[config.mk]
export PLATFORM = sky130hd
export DESIGN_NAME = position_trap_table_core
export DESIGN_NICKNAME = d
export VERILOG_FILES = /design/src/ptt_pkg.sv /design/src/position_trap_table_core.sv
export SDC_FILE = /design/constraint.sdc
export NUM_CORES = 2
export LEC_CHECK = 0
export BUFFER_PORTS_ARGS = -buffer_cell sky130_fd_sc_hd__buf_2
export CORE_MARGIN = 8
export CORE_UTILIZATION = 45
export DETAILED_ROUTE_END_ITERATION = 6
export GPL_ROUTABILITY_DRIVEN = 0
export PLACE_DENSITY_LB_ADDON = 0.08
export SYNTH_ARGS = -nofsm -noshare
export SYNTH_HDL_FRONTEND = slang
export SYNTH_SLANG_ARGS = --single-unit
[constraint.sdc]
create_clock -name clk -period 6.84 [get_ports clk]
set_input_delay 1.026 -clock clk [delete_from_list [all_inputs] [get_ports clk]]
set_output_delay 1.026 -clock clk [all_outputs]
set_load 0.05 [all_outputs]
[src/ptt_pkg.sv]
package ptt_pkg;

  localparam int POS_BITS    = 16;
  localparam int NAME_BITS   = 16;
  localparam int CMD_BITS    = 3;
  localparam int STATUS_BITS = 3;
  localparam int CFG_BITS    = 16;
  localparam int CFG_IDX_BITS = 2;

  localparam logic [CMD_BITS-1:0] CMD_ADD      = 3'd0;
  localparam logic [CMD_BITS-1:0] CMD_REMOVE   = 3'd1;
  localparam logic [CMD_BITS-1:0] CMD_FIND     = 3'd2;
  localparam logic [CMD_BITS-1:0] CMD_NEXT     = 3'd3;
  localparam logic [CMD_BITS-1:0] CMD_MOVE     = 3'd4;
  localparam logic [CMD_BITS-1:0] CMD_NEW_PAGE = 3'd5;

  localparam logic [STATUS_BITS-1:0] ST_DONE      = 3'd0;
  localparam logic [STATUS_BITS-1:0] ST_FIRED     = 3'd1;
  localparam logic [STATUS_BITS-1:0] ST_PAGE      = 3'd2;
  localparam logic [STATUS_BITS-1:0] ST_FULL      = 3'd3;
  localparam logic [STATUS_BITS-1:0] ST_FOUND     = 3'd4;
  localparam logic [STATUS_BITS-1:0] ST_NOTFOUND  = 3'd5;
  localparam logic [STATUS_BITS-1:0] ST_UNLIMITED = 3'd6;

  localparam logic [CFG_IDX_BITS-1:0] CFG_PAGE_LENGTH = 2'd0;
  localparam logic [CFG_IDX_BITS-1:0] CFG_TRAPS_EN    = 2'd1;
  localparam logic [CFG_IDX_BITS-1:0] CFG_EVEN_OFFSET = 2'd2;
  localparam logic [CFG_IDX_BITS-1:0] CFG_ODD_OFFSET  = 2'd3;

  localparam logic [POS_BITS-1:0] POS_ALL_ONES = '1;

  typedef struct packed {
    logic [CMD_BITS-1:0]  command;
    logic [NAME_BITS-1:0] trap_name;
    logic [POS_BITS-1:0]  position;
    logic                 any_position;
  } in_item_t;

  typedef struct packed {
    logic [STATUS_BITS-1:0] status;
    logic [NAME_BITS-1:0]   fired_name;
    logic [POS_BITS-1:0]    result_position;
    logic [POS_BITS-1:0]    space_lost;
    logic [15:0]            page_num;
    logic [15:0]            page_offset;
  } out_item_t;

  typedef struct packed {
    logic [POS_BITS-1:0]  pos;
    logic [NAME_BITS-1:0] name;
  } entry_t;

endpackage

[src/position_trap_table_core.sv]
// Path, accept to out_valid: a full table, disabled traps, a direct page end and unused
//   commands go straight to S_REPORT; next/move/new page read the pending trap (S_RD_PEND,
//   S_EVAL); find scans; remove scans, then shifts down; add scans, then shifts up.
// Items: one at a time; busy is high from accept until the result strobe, so a new item is
//   taken only after the last result. Results are strobed once; the receiver cannot stall.
// Reset (synchronous, rst_n low) resets counters, cursor, page state and config, not the table.
module position_trap_table_core #(
  parameter int TABLE_DEPTH = 16
) (
  input  logic                               clk,
  input  logic                               rst_n,
  input  logic                               start,
  output logic                               busy,
  input  ptt_pkg::in_item_t                  in_item,
  output logic                               out_valid,
  output ptt_pkg::out_item_t                 out_item,
  input  logic                               cfg_we,
  input  logic [ptt_pkg::CFG_IDX_BITS-1:0]   cfg_index,
  input  logic [ptt_pkg::CFG_BITS-1:0]       cfg_data
);

  localparam int IW = $clog2(TABLE_DEPTH);
  localparam int CW = $clog2(TABLE_DEPTH + 1);
  localparam logic [CW-1:0] MAX_CNT = CW'(TABLE_DEPTH);

  typedef enum logic [2:0] {
    S_IDLE, S_SCAN, S_SHIFT_UP, S_INSERT, S_SHIFT_DN, S_RD_PEND, S_EVAL, S_REPORT
  } state_t;

  state_t state_r;
  ptt_pkg::in_item_t item_r;
  logic [CW-1:0] cnt_r, pend_r, idx_r, hit_r;
  logic [ptt_pkg::POS_BITS-1:0] vpos_r, plen_r, even_r, odd_r, offset_r;
  logic [15:0] page_r, npage_r;
  logic ten_r;

  logic [ptt_pkg::STATUS_BITS-1:0] st_r;
  logic [ptt_pkg::NAME_BITS-1:0]   fired_r;
  logic [ptt_pkg::POS_BITS-1:0]    lost_r, rpos_r;
  logic                            rpos_own_r;
  logic                            out_valid_r;
  ptt_pkg::out_item_t              out_item_r;

  // trap memory
  ptt_pkg::entry_t mem [TABLE_DEPTH];
  ptt_pkg::entry_t rd_data_r;
  logic            rd_vld_r;
  logic [IW-1:0]   rd_idx_r;

  logic            mem_re, mem_we;
  logic [IW-1:0]   mem_raddr, mem_waddr;
  ptt_pkg::entry_t mem_wdata;

  logic scan_match, scan_hit;
  logic [ptt_pkg::POS_BITS-1:0] ev_tp, ev_target, ev_nv, ev_lost;
  logic ev_trap_ok;

  always_comb begin
    case (item_r.command)
      ptt_pkg::CMD_ADD:    scan_match = rd_data_r.pos > item_r.position;
      ptt_pkg::CMD_REMOVE: scan_match = (rd_data_r.name == item_r.trap_name) &&
                                        (item_r.any_position ||
                                         rd_data_r.pos == item_r.position);
      default:             scan_match = rd_data_r.name == item_r.trap_name;
    endcase
    scan_hit = rd_vld_r && scan_match;
  end

  always_comb begin
    ev_tp      = rd_data_r.pos;
    ev_trap_ok = (pend_r < cnt_r) && (ev_tp < plen_r);
    ev_target  = (item_r.command == ptt_pkg::CMD_MOVE) ? item_r.position : plen_r;
    ev_nv      = (ev_tp > vpos_r) ? ev_tp : vpos_r;
    ev_lost    = (ev_target > ev_nv) ? ev_target - ev_nv : '0;
  end

  always_comb begin
    mem_re    = 1'b0;
    mem_raddr = '0;
    mem_we    = 1'b0;
    mem_waddr = '0;
    mem_wdata = rd_data_r;
    case (state_r)
      S_SCAN: begin
        mem_re    = (idx_r < cnt_r) && !scan_hit;
        mem_raddr = idx_r[IW-1:0];
      end
      S_SHIFT_UP: begin
        // read i-1 while writing the entry read last cycle one slot higher
        mem_re    = idx_r > hit_r;
        mem_raddr = IW'(idx_r - 1'b1);
        mem_we    = rd_vld_r;
        mem_waddr = IW'(rd_idx_r + 1'b1);
      end
      S_INSERT: begin
        mem_we    = 1'b1;
        mem_waddr = hit_r[IW-1:0];
        mem_wdata = '{pos: item_r.position, name: item_r.trap_name};
      end
      S_SHIFT_DN: begin
        mem_re    = idx_r < cnt_r;
        mem_raddr = idx_r[IW-1:0];
        mem_we    = rd_vld_r;
        mem_waddr = IW'(rd_idx_r - 1'b1);
      end
      S_RD_PEND: begin
        mem_re    = 1'b1;
        mem_raddr = pend_r[IW-1:0];
      end
      default: begin
      end
    endcase
  end

  always_ff @(posedge clk) begin
    if (mem_we) begin
      mem[mem_waddr] <= mem_wdata;
    end
    if (mem_re) begin
      rd_data_r <= mem[mem_raddr];
    end
    rd_idx_r <= mem_raddr;
  end

  always_ff @(posedge clk) begin
    if (!rst_n) begin
      rd_vld_r <= 1'b0;
    end else begin
      rd_vld_r <= mem_re;
    end
  end

  always_ff @(posedge clk) begin
    if (!rst_n) begin
      state_r     <= S_IDLE;
      cnt_r       <= '0;
      pend_r      <= '0;
      vpos_r      <= '0;
      page_r      <= '0;
      npage_r     <= 16'd1;
      offset_r    <= '0;
      plen_r      <= '1;
      ten_r       <= 1'b1;
      even_r      <= '0;
      odd_r       <= '0;
      out_valid_r <= 1'b0;
    end else begin
      out_valid_r <= 1'b0;
      if (cfg_we) begin
        case (cfg_index)
          ptt_pkg::CFG_PAGE_LENGTH: plen_r <= cfg_data;
          ptt_pkg::CFG_TRAPS_EN:    ten_r  <= cfg_data[0];
          ptt_pkg::CFG_EVEN_OFFSET: even_r <= cfg_data;
          ptt_pkg::CFG_ODD_OFFSET:  odd_r  <= cfg_data;
          default: begin
          end
        endcase
      end
      case (state_r)
        S_IDLE: begin
          if (start) begin
            item_r     <= in_item;
            st_r       <= ptt_pkg::ST_DONE;
            fired_r    <= '0;
            lost_r     <= '0;
            rpos_own_r <= 1'b0;
            idx_r      <= '0;
            state_r    <= S_REPORT;
            case (in_item.command)
              ptt_pkg::CMD_ADD: begin
                if (cnt_r >= MAX_CNT) begin
                  st_r <= ptt_pkg::ST_FULL;
                end else begin
                  state_r <= S_SCAN;
                end
              end
              ptt_pkg::CMD_REMOVE, ptt_pkg::CMD_FIND: begin
                state_r <= S_SCAN;
              end
              ptt_pkg::CMD_NEXT: begin
                if (!ten_r) begin
                  st_r       <= ptt_pkg::ST_UNLIMITED;
                  rpos_r     <= ptt_pkg::POS_ALL_ONES;
                  rpos_own_r <= 1'b1;
                end else begin
                  state_r <= S_RD_PEND;
                end
              end
              ptt_pkg::CMD_MOVE: begin
                if (!ten_r) begin
                  vpos_r <= in_item.position;
                end else begin
                  state_r <= S_RD_PEND;
                end
              end
              ptt_pkg::CMD_NEW_PAGE: begin
                if (vpos_r < plen_r) begin
                  if (!ten_r) begin
                    vpos_r <= plen_r;
                  end else begin
                    state_r <= S_RD_PEND;
                  end
                end else begin
                  st_r     <= ptt_pkg::ST_PAGE;
                  vpos_r   <= '0;
                  page_r   <= npage_r;
                  npage_r  <= npage_r + 16'd1;
                  offset_r <= npage_r[0] ? odd_r : even_r;
                  pend_r   <= '0;
                end
              end
              default: begin
              end
            endcase
          end
        end
        S_SCAN: begin
          if (scan_hit) begin
            hit_r <= CW'(rd_idx_r);
            case (item_r.command)
              ptt_pkg::CMD_ADD: begin
                idx_r   <= cnt_r;
                state_r <= S_SHIFT_UP;
              end
              ptt_pkg::CMD_REMOVE: begin
                if (pend_r > CW'(rd_idx_r)) begin
                  pend_r <= pend_r - 1'b1;
                end
                idx_r   <= CW'(rd_idx_r) + 1'b1;
                state_r <= S_SHIFT_DN;
              end
              default: begin
                st_r       <= ptt_pkg::ST_FOUND;
                rpos_r     <= rd_data_r.pos;
                rpos_own_r <= 1'b1;
                state_r    <= S_REPORT;
              end
            endcase
          end else if (idx_r >= cnt_r && !rd_vld_r) begin
            // scanned everything, no hit
            case (item_r.command)
              ptt_pkg::CMD_ADD: begin
                hit_r   <= cnt_r;
                idx_r   <= cnt_r;
                state_r <= S_SHIFT_UP;
              end
              ptt_pkg::CMD_REMOVE: begin
                st_r    <= ptt_pkg::ST_NOTFOUND;
                state_r <= S_REPORT;
              end
              default: begin
                st_r       <= ptt_pkg::ST_NOTFOUND;
                rpos_r     <= ptt_pkg::POS_ALL_ONES;
                rpos_own_r <= 1'b1;
                state_r    <= S_REPORT;
              end
            endcase
          end else if (mem_re) begin
            idx_r <= idx_r + 1'b1;
          end
        end
        S_SHIFT_UP: begin
          if (mem_re) begin
            idx_r <= idx_r - 1'b1;
          end else if (!rd_vld_r) begin
            state_r <= S_INSERT;
          end
        end
        S_INSERT: begin
          cnt_r <= cnt_r + 1'b1;
          // new trap already behind the page position: cursor skips it
          if (hit_r == pend_r && item_r.position < vpos_r) begin
            pend_r <= pend_r + 1'b1;
          end
          state_r <= S_REPORT;
        end
        S_SHIFT_DN: begin
          if (mem_re) begin
            idx_r <= idx_r + 1'b1;
          end else if (!rd_vld_r) begin
            cnt_r   <= cnt_r - 1'b1;
            state_r <= S_REPORT;
          end
        end
        S_RD_PEND: begin
          state_r <= S_EVAL;
        end
        S_EVAL: begin
          state_r <= S_REPORT;
          if (item_r.command == ptt_pkg::CMD_NEXT) begin
            rpos_r     <= ev_trap_ok ? ev_tp : plen_r;
            rpos_own_r <= 1'b1;
          end else if (ev_trap_ok && ev_target >= ev_tp) begin
            st_r    <= ptt_pkg::ST_FIRED;
            vpos_r  <= ev_nv;
            lost_r  <= ev_lost;
            fired_r <= rd_data_r.name;
            pend_r  <= pend_r + 1'b1;
          end else if (ev_target >= plen_r) begin
            st_r     <= ptt_pkg::ST_PAGE;
            vpos_r   <= '0;
            page_r   <= npage_r;
            npage_r  <= npage_r + 16'd1;
            offset_r <= npage_r[0] ? odd_r : even_r;
            pend_r   <= '0;
          end else begin
            vpos_r <= ev_target;
          end
        end
        S_REPORT: begin
          out_item_r <= '{status: st_r, fired_name: fired_r,
                          result_position: rpos_own_r ? rpos_r : vpos_r,
                          space_lost: lost_r, page_num: page_r,
                          page_offset: offset_r};
          out_valid_r <= 1'b1;
          state_r     <= S_IDLE;
        end
        default: begin
          state_r <= S_IDLE;
        end
      endcase
    end
  end

  assign busy      = state_r != S_IDLE;
  assign out_valid = out_valid_r;
  assign out_item  = out_item_r;

  a_count_bound: assert property (@(posedge clk) disable iff (!rst_n)
    cnt_r <= MAX_CNT) else $error("trap count past table depth");

  a_cursor_bound: assert property (@(posedge clk) disable iff (!rst_n)
    pend_r <= cnt_r) else $error("pending cursor past entry count");

  a_accept_busy: assert property (@(posedge clk) disable iff (!rst_n)
    start && !busy |=> busy) else $error("accepted item did not raise busy");

  a_result_idle: assert property (@(posedge clk) disable iff (!rst_n)
    out_valid |-> !busy && $past(state_r == S_REPORT))
    else $error("result strobe outside report");

  a_read_owned: assert property (@(posedge clk) disable iff (!rst_n)
    rd_vld_r |-> state_r != S_IDLE && state_r != S_REPORT)
    else $error("memory read left unconsumed");

endmodule
## Word-level counts from Yosys, hierarchy flattened

Memory sizes are Yosys's and may differ from the RTL's. A register that Yosys moved wholly into a read port is not among the register bits.
Cells that the tools add are included.

- Register bits after elaboration: 313
- Latch bits: 0
- RAM bits: 512
- Memory bits (read-only): 0
- Input port bits: 58
- Output and inout bits: 85
- Logic and storage cells: 273
- Memories kept: 1

Memories:

| memory | depth | bits a word | rd ports | clocked after memory_dff | wr ports | RTL line | text |
|---|---|---|---|---|---|---|---|
| mem | 16 | 32 | 1 | 1 | 1 | position_trap_table_core.sv:45 | `ptt_pkg::entry_t mem [TABLE_DEPTH];` |

- Add/subtract/negate cells: 11
- $mul: 0
- Div/mod/pow operators: 0
- Order comparisons: 14
- Equality and inequality tests: 50
- Shifts and indexed selects: 0
- Muxes and demuxes: 120
- Bitwise gates (word level): 0
- Reduce and logical (&&, ||, !) cells: 45

Operators by type and width:

| operator | count |
|---|---|
| two-way mux 16 bit | 44 |
| one-hot mux 16 bit (2 select lines) | 7 |
| two-way mux 5 bit | 19 |
| two-way mux 3 bit | 19 |
| greater-than comparator 16 bit | 3 |
| less-than comparator 16 bit | 3 |
| one-hot mux 16 bit (3 select lines) | 1 |
| one-hot mux 5 bit (4 select lines) | 2 |
| equality test 16 bit | 2 |
| greater-or-equal comparator 16 bit | 2 |
| two-way mux 32 bit | 1 |
| != test 2 bit, second input constant | 16 |
| one-hot mux 4 bit (3 select lines) | 2 |
| equality test 3 bit, second input constant | 7 |
| one-hot mux 3 bit (7 select lines) | 1 |
| one-hot mux 5 bit (2 select lines) | 2 |
| != test 3 bit, second input constant | 6 |
| one-hot mux 3 bit (3 select lines) | 2 |
| AND reduction 6 bit | 3 |
| adder 16 x 1 -> 16 bit, second input constant | 1 |
| subtractor 16 bit | 1 |
| adder 5 x 1 -> 5 bit, second input constant | 3 |
| equality test 3 x 2 -> 1 bit, second input constant | 5 |
| subtractor 5 x 1 -> 5 bit, second input constant | 3 |
| other kinds (42) | 85 |

## Depth between registers and ports, before layout

- Depth after elaboration: 12
- Gate-level depth with buffers: 20

## Least setup slack after synthesis

OpenSTA, ideal clock, no wires.

- Path kind: input -> register
- From: input port rst_n
- To: register out_item_r (netlist bit out_item[0]) (enable)
- Library setup time: 0.525 ns
- Arrival time: 5.049 ns
- Setup slack: 1.266 ns
- Cell stages on the path: 4
- Buffers on the path: 2
- Cell sequence: clkbuf_1 > clkbuf_1 > nand2_1 > nor2_1

- Word-level cells in the longest chain between the ends: 1

RTL lines:

| element | RTL line | text |
|---|---|---|
| from (decl) | position_trap_table_core.sv:11 | `input logic rst_n,` |
| AND reduction 2 bit (no source line) | -- |  |
| to (signal assigned) | position_trap_table_core.sv:311 | `out_item_r <= '{status: st_r, fired_name: fired_r,` |
| to (decl) | position_trap_table_core.sv:42 | `ptt_pkg::out_item_t out_item_r;` |

Every way passes these cells.
A chain may end at the register's enable or synchronous reset.

## Worst setup path after layout

- From: register ev_tp[11] (netlist name)
- To: register lost_r[2] (netlist name) (data pin)

- Word-level cells in the longest chain between the ends: 7
- Elaborated cells between the ends (all ways): 8
- Classes of those cells: add/sub: 1; order compare: 2; mux: 5

RTL lines:

| element | RTL line | text |
|---|---|---|
| greater-than comparator 16 bit | position_trap_table_core.sv:73 | `ev_nv = (ev_tp > vpos_r) ? ev_tp : vpos_r;` |
| two-way mux 16 bit * | position_trap_table_core.sv:73 |  |
| subtractor 16 bit or greater-than comparator 16 bit (tied branches) | position_trap_table_core.sv:74 | `ev_lost = (ev_target > ev_nv) ? ev_target - ev_nv : '0;` |
| two-way mux 16 bit * | position_trap_table_core.sv:74 |  |
| two-way mux 16 bit * | position_trap_table_core.sv:293 | `end else if (ev_trap_ok && ev_target >= ev_tp) begin` |
| two-way mux 16 bit * | position_trap_table_core.sv:290 | `if (item_r.command == ptt_pkg::CMD_NEXT) begin` |
| one-hot mux 16 bit (2 select lines) * | position_trap_table_core.sv:159 | `case (state_r)` |
| to (signal assigned) | position_trap_table_core.sv:296 | `lost_r <= ev_lost;` |
| to (decl) | position_trap_table_core.sv:39 | `logic [ptt_pkg::POS_BITS-1:0] lost_r, rpos_r;` |

Every way passes the cells marked *; elsewhere a longest branch is shown, timed or not. The select of a mux whose other input is x is not followed.

==> key figures <==
Clocking
  – Post-cts gate resize count: 0
  – Worst-skew pair later-pin latency: approximately 0.7 ns
  – CTS tree: yes
  – Root Buffer: clkbuf_16
  – CTS max path bufs: 3
  – H-tree depth: 3
  – Setup bufs post-CTS: 0
  – # clock sinks: between 800 and 900
  – Hold_buf cts: 0
  – CTS Buf Count: slightly above 90
  – Clk slew on worst S/H paths: about 0.060 ns

Logic synthesis
  – Dominant cells by area after synthesis: edfxtp_1 (57%), dfxtp_1 (6.9%), nand2_1 (6.2%)
  – Async SR Flop Fraction: 0%
  – FF+latch count, synth: 857
  – Synth Flop Type: edfxtp_1
  – Netlist Area Pre-Place: 38,500 sq um
  – Post-Syn Nets: 3,473
  – Biggest area consumer among synthesized cells: edfxtp_1
  – Unique masters post-synth: between 60 and 70
  – Seq/Total Area, Yosys: 63.4%
  – Synthesis Warnings: 0
  – Number of synthesized flops with an enable pin: between 700 and 800
  – Mean Syn Cell Area: 11.8 sq um
  – Post-synth top area share: a little under three fifths
  – Cells after Synth: around 3.3k

Power
  – Maximum VDD drop: approximately 0.00034 V
  – Power density cells: approximately 460 nW/um^2
  – Leak: between 15 and 20 nW

Floorplan
  – Row cnt: approximately 110
  – Die Area: around 95,000 sq um
  – Initial Util: 45.3%
  – Core ar.: between 80,000 and 90,000 sq um
  – Die Y: 309 um
  – # IOs: 143
  – Die X-Extent: approximately 310 um

Critical path
  – Crit-path slowest cell: a41oi_2
  – CP cell instances: ha_1, nand4_1, nor3_1, nand3_1, a41oi_2, buf_4, mux2i_1, ha_1, a21o_1, a21oi_1, o21bai_1, a21oi_1, o21ai_0, a21oi_1, nor2b_1, o31ai_2, buf_4, nor3_1
  – Crit path kind: register to register
  – Critical Path End Type: register
  – Crit path required time: 7.25 ns
  – Arr. time, crit path: around 6.3 ns
  – Crit path buf inv count: 2
  – Critical Path Source Type: register
  – Most used cell, CP: a21oi_1
  – CP max stage delay: between 0.8 and 0.9 ns
  – CP top delay family: compound AO/OA/AOI/OAI gates
  – Highest net fanout along the worst path: 11

STA
  – RSZ-0062 raised after global routing: no
  – Final setup viols: 0
  – Final hold vios: 0
  – Slew HR: 20.4%
  – Period minus WS final: about 5.9 ns
  – Final period util: approximately 86%
  – Slew @ Worst Pin: 1.19 ns
  – Setup TNS: 0 ns
  – Fin. max-slew vios: 0
  – Max Clock Freq: between 150 and 200 MHz
  – Worst Skew: approximately 0.036 ns

Drt
  – Drt via density: ~5.8
  – Routed wire length: 112,000 um
  – DR pass1 iterations: 5
  – First DRT Iteration DRCs: about 2.3k
  – Wire length per cell: about 24 um
  – Remaining DRCs: 0
  – Post-route ant nets: 0
  – Vias: 26.7k

Cells and area
  – Largest register FFs: between 500 and 600
  – N_diodes: 0
  – Biggest register: mem
  – Fin nets: ~3.6k
  – Fraction of layout cells with a size suffix above 1: between 10% and 20%
  – Finished Core Util: about half
  – Area Overhead vs Synth: 13.3%

Flow run
  – Number of max-cap violations: 0

Global routing
  – Antenna violations before repair: 5
  – Largest net degree at the start of global routing: 130
  – Vias in the first global route: around 26k
  – Gr usage total: 23.2%
  – Overflow after GRT: 0
  – Global-route wire length before repair: 168,000 um

Min path
  – Min-delay worst type: register to register

Place
  – Buffers on Ports: between 100 and 150
  – DP HPWL: 71,100 um

Run status
  – Status: finished clean
## cell usage in the layout, fill, tap and decap left out, types with 39 or more instances in the layout
cell | netlist | routed
edfxtp_1 | 725 | 725
nand2_1 | 635 | 634
ha_1 | 154 | 154
nand3_1 | 151 | 151
buf_2 | 4 | 141
o21ai_0 | 143 | 140
dfxtp_1 | 132 | 132
a311oi_1 | 98 | 98
inv_1 | 99 | 97
a21oi_1 | 98 | 97
clkbuf_16 | 0 | 93
and2_1 | 85 | 85
nor2_1 | 102 | 82
a211oi_1 | 78 | 78
buf_4 | 0 | 70
a31oi_1 | 57 | 57
mux2i_1 | 51 | 51
o211ai_1 | 39 | 39
## path summary, 6_finish.rpt
kind,cells past startpoint,end,start,slack [ns]
max reg2reg,18,lost_r[2],ev_tp[11],0.97
max,18,lost_r[2],ev_tp[11],0.97
min reg2reg,0,out_item[80],st_r[0],0.41
min,0,out_item[80],st_r[0],0.41
## metal layers
| metal | vias up | share of wire [%] | global-route usage (%) |
|---|---|---|---|
| li1 | 12300 | - | - |
| met1 | 13200 | 44 | 31.7 |
| met2 | 945 | 47 | 37.7 |
| met3 | 252 | 5.9 | 2.84 |
| met4 | 2 | 3.8 | 8.93 |
| met5 | - | 0.012 | 0 |
## cells by family after synthesis
family	after synthesis	synth area share (%)
AND/OR/NAND/NOR	1149	13.4
XOR/XNOR	59	1.34
flip-flops	857	63.4
multiplexers	73	1.97
adder cells (fa/ha/maj)	157	5.16
buffers and inverters	289	2.83
AO/OA/AOI/OAI	674	12.0
## cell usage after synthesis, drive strengths merged (4+ instances only)
cell / n
or2: 4
nand3: 151
o31ai: 5
and2: 98
nor3b: 6
ha: 154
nor3: 27
o211ai: 40
xor2: 23
a21o: 22
or3: 11
xnor2: 36
o2bb2ai: 5
edfxtp: 725
nand2b: 9
a31oi: 57
a22oi: 6
a221oi: 16
mux2: 22
a311oi: 98
o22a: 4
buf: 13
a2111oi: 5
o21ai: 143
a2bb2oi: 5
a21boi: 40
mux2i: 51
dfxtp: 132
o21a: 19
a211o: 7
nor2: 102
nor4: 9
nand4: 25
a211oi: 78
o22ai: 6
clkbuf: 177
a21oi: 98
nand2: 635
and3: 27
inv: 99
nor2b: 36
## cell type report
cell class | count | area [sq um]
Clock buffer | 116 | 2430
Inverter | 99 | 378
Sequential cell | 857 | 24400
Fill cell | 7368 | 41400
Timing Repair Buffer | 213 | 1270
Multi-Input combinational cell | 2112 | 13300
Tap cell | 1144 | 1430
Clock inverter | 55 | 448
## power breakdown
part,total [W],switching [W],internal [W]
Combinational,0.00800,0.00558,0.00242
Sequential,0.00725,0.000398,0.00685
Clock,0.00475,0.00210,0.00266
Total,0.0200,0.00807,0.0119
## stage by stage
step           setup slack [ns]  area (sq um)  hold WS (ns)  instances  power, W
6_report                  0.969         43600         0.410       4596    0.0200
5_1_grt                   0.622         43600         0.422       4596    0.0211
4_1_cts                    1.04         43600         0.420       4596    0.0200
3_5_place_dp               1.09         40700         0.406       4425    0.0153
3_3_place_gp               1.21         40700         0.402       4425    0.0151
2_1_floorplan              1.27         38500         0.400       3258    0.0124
No activity file was read; power rests on OpenSTA's default activity.
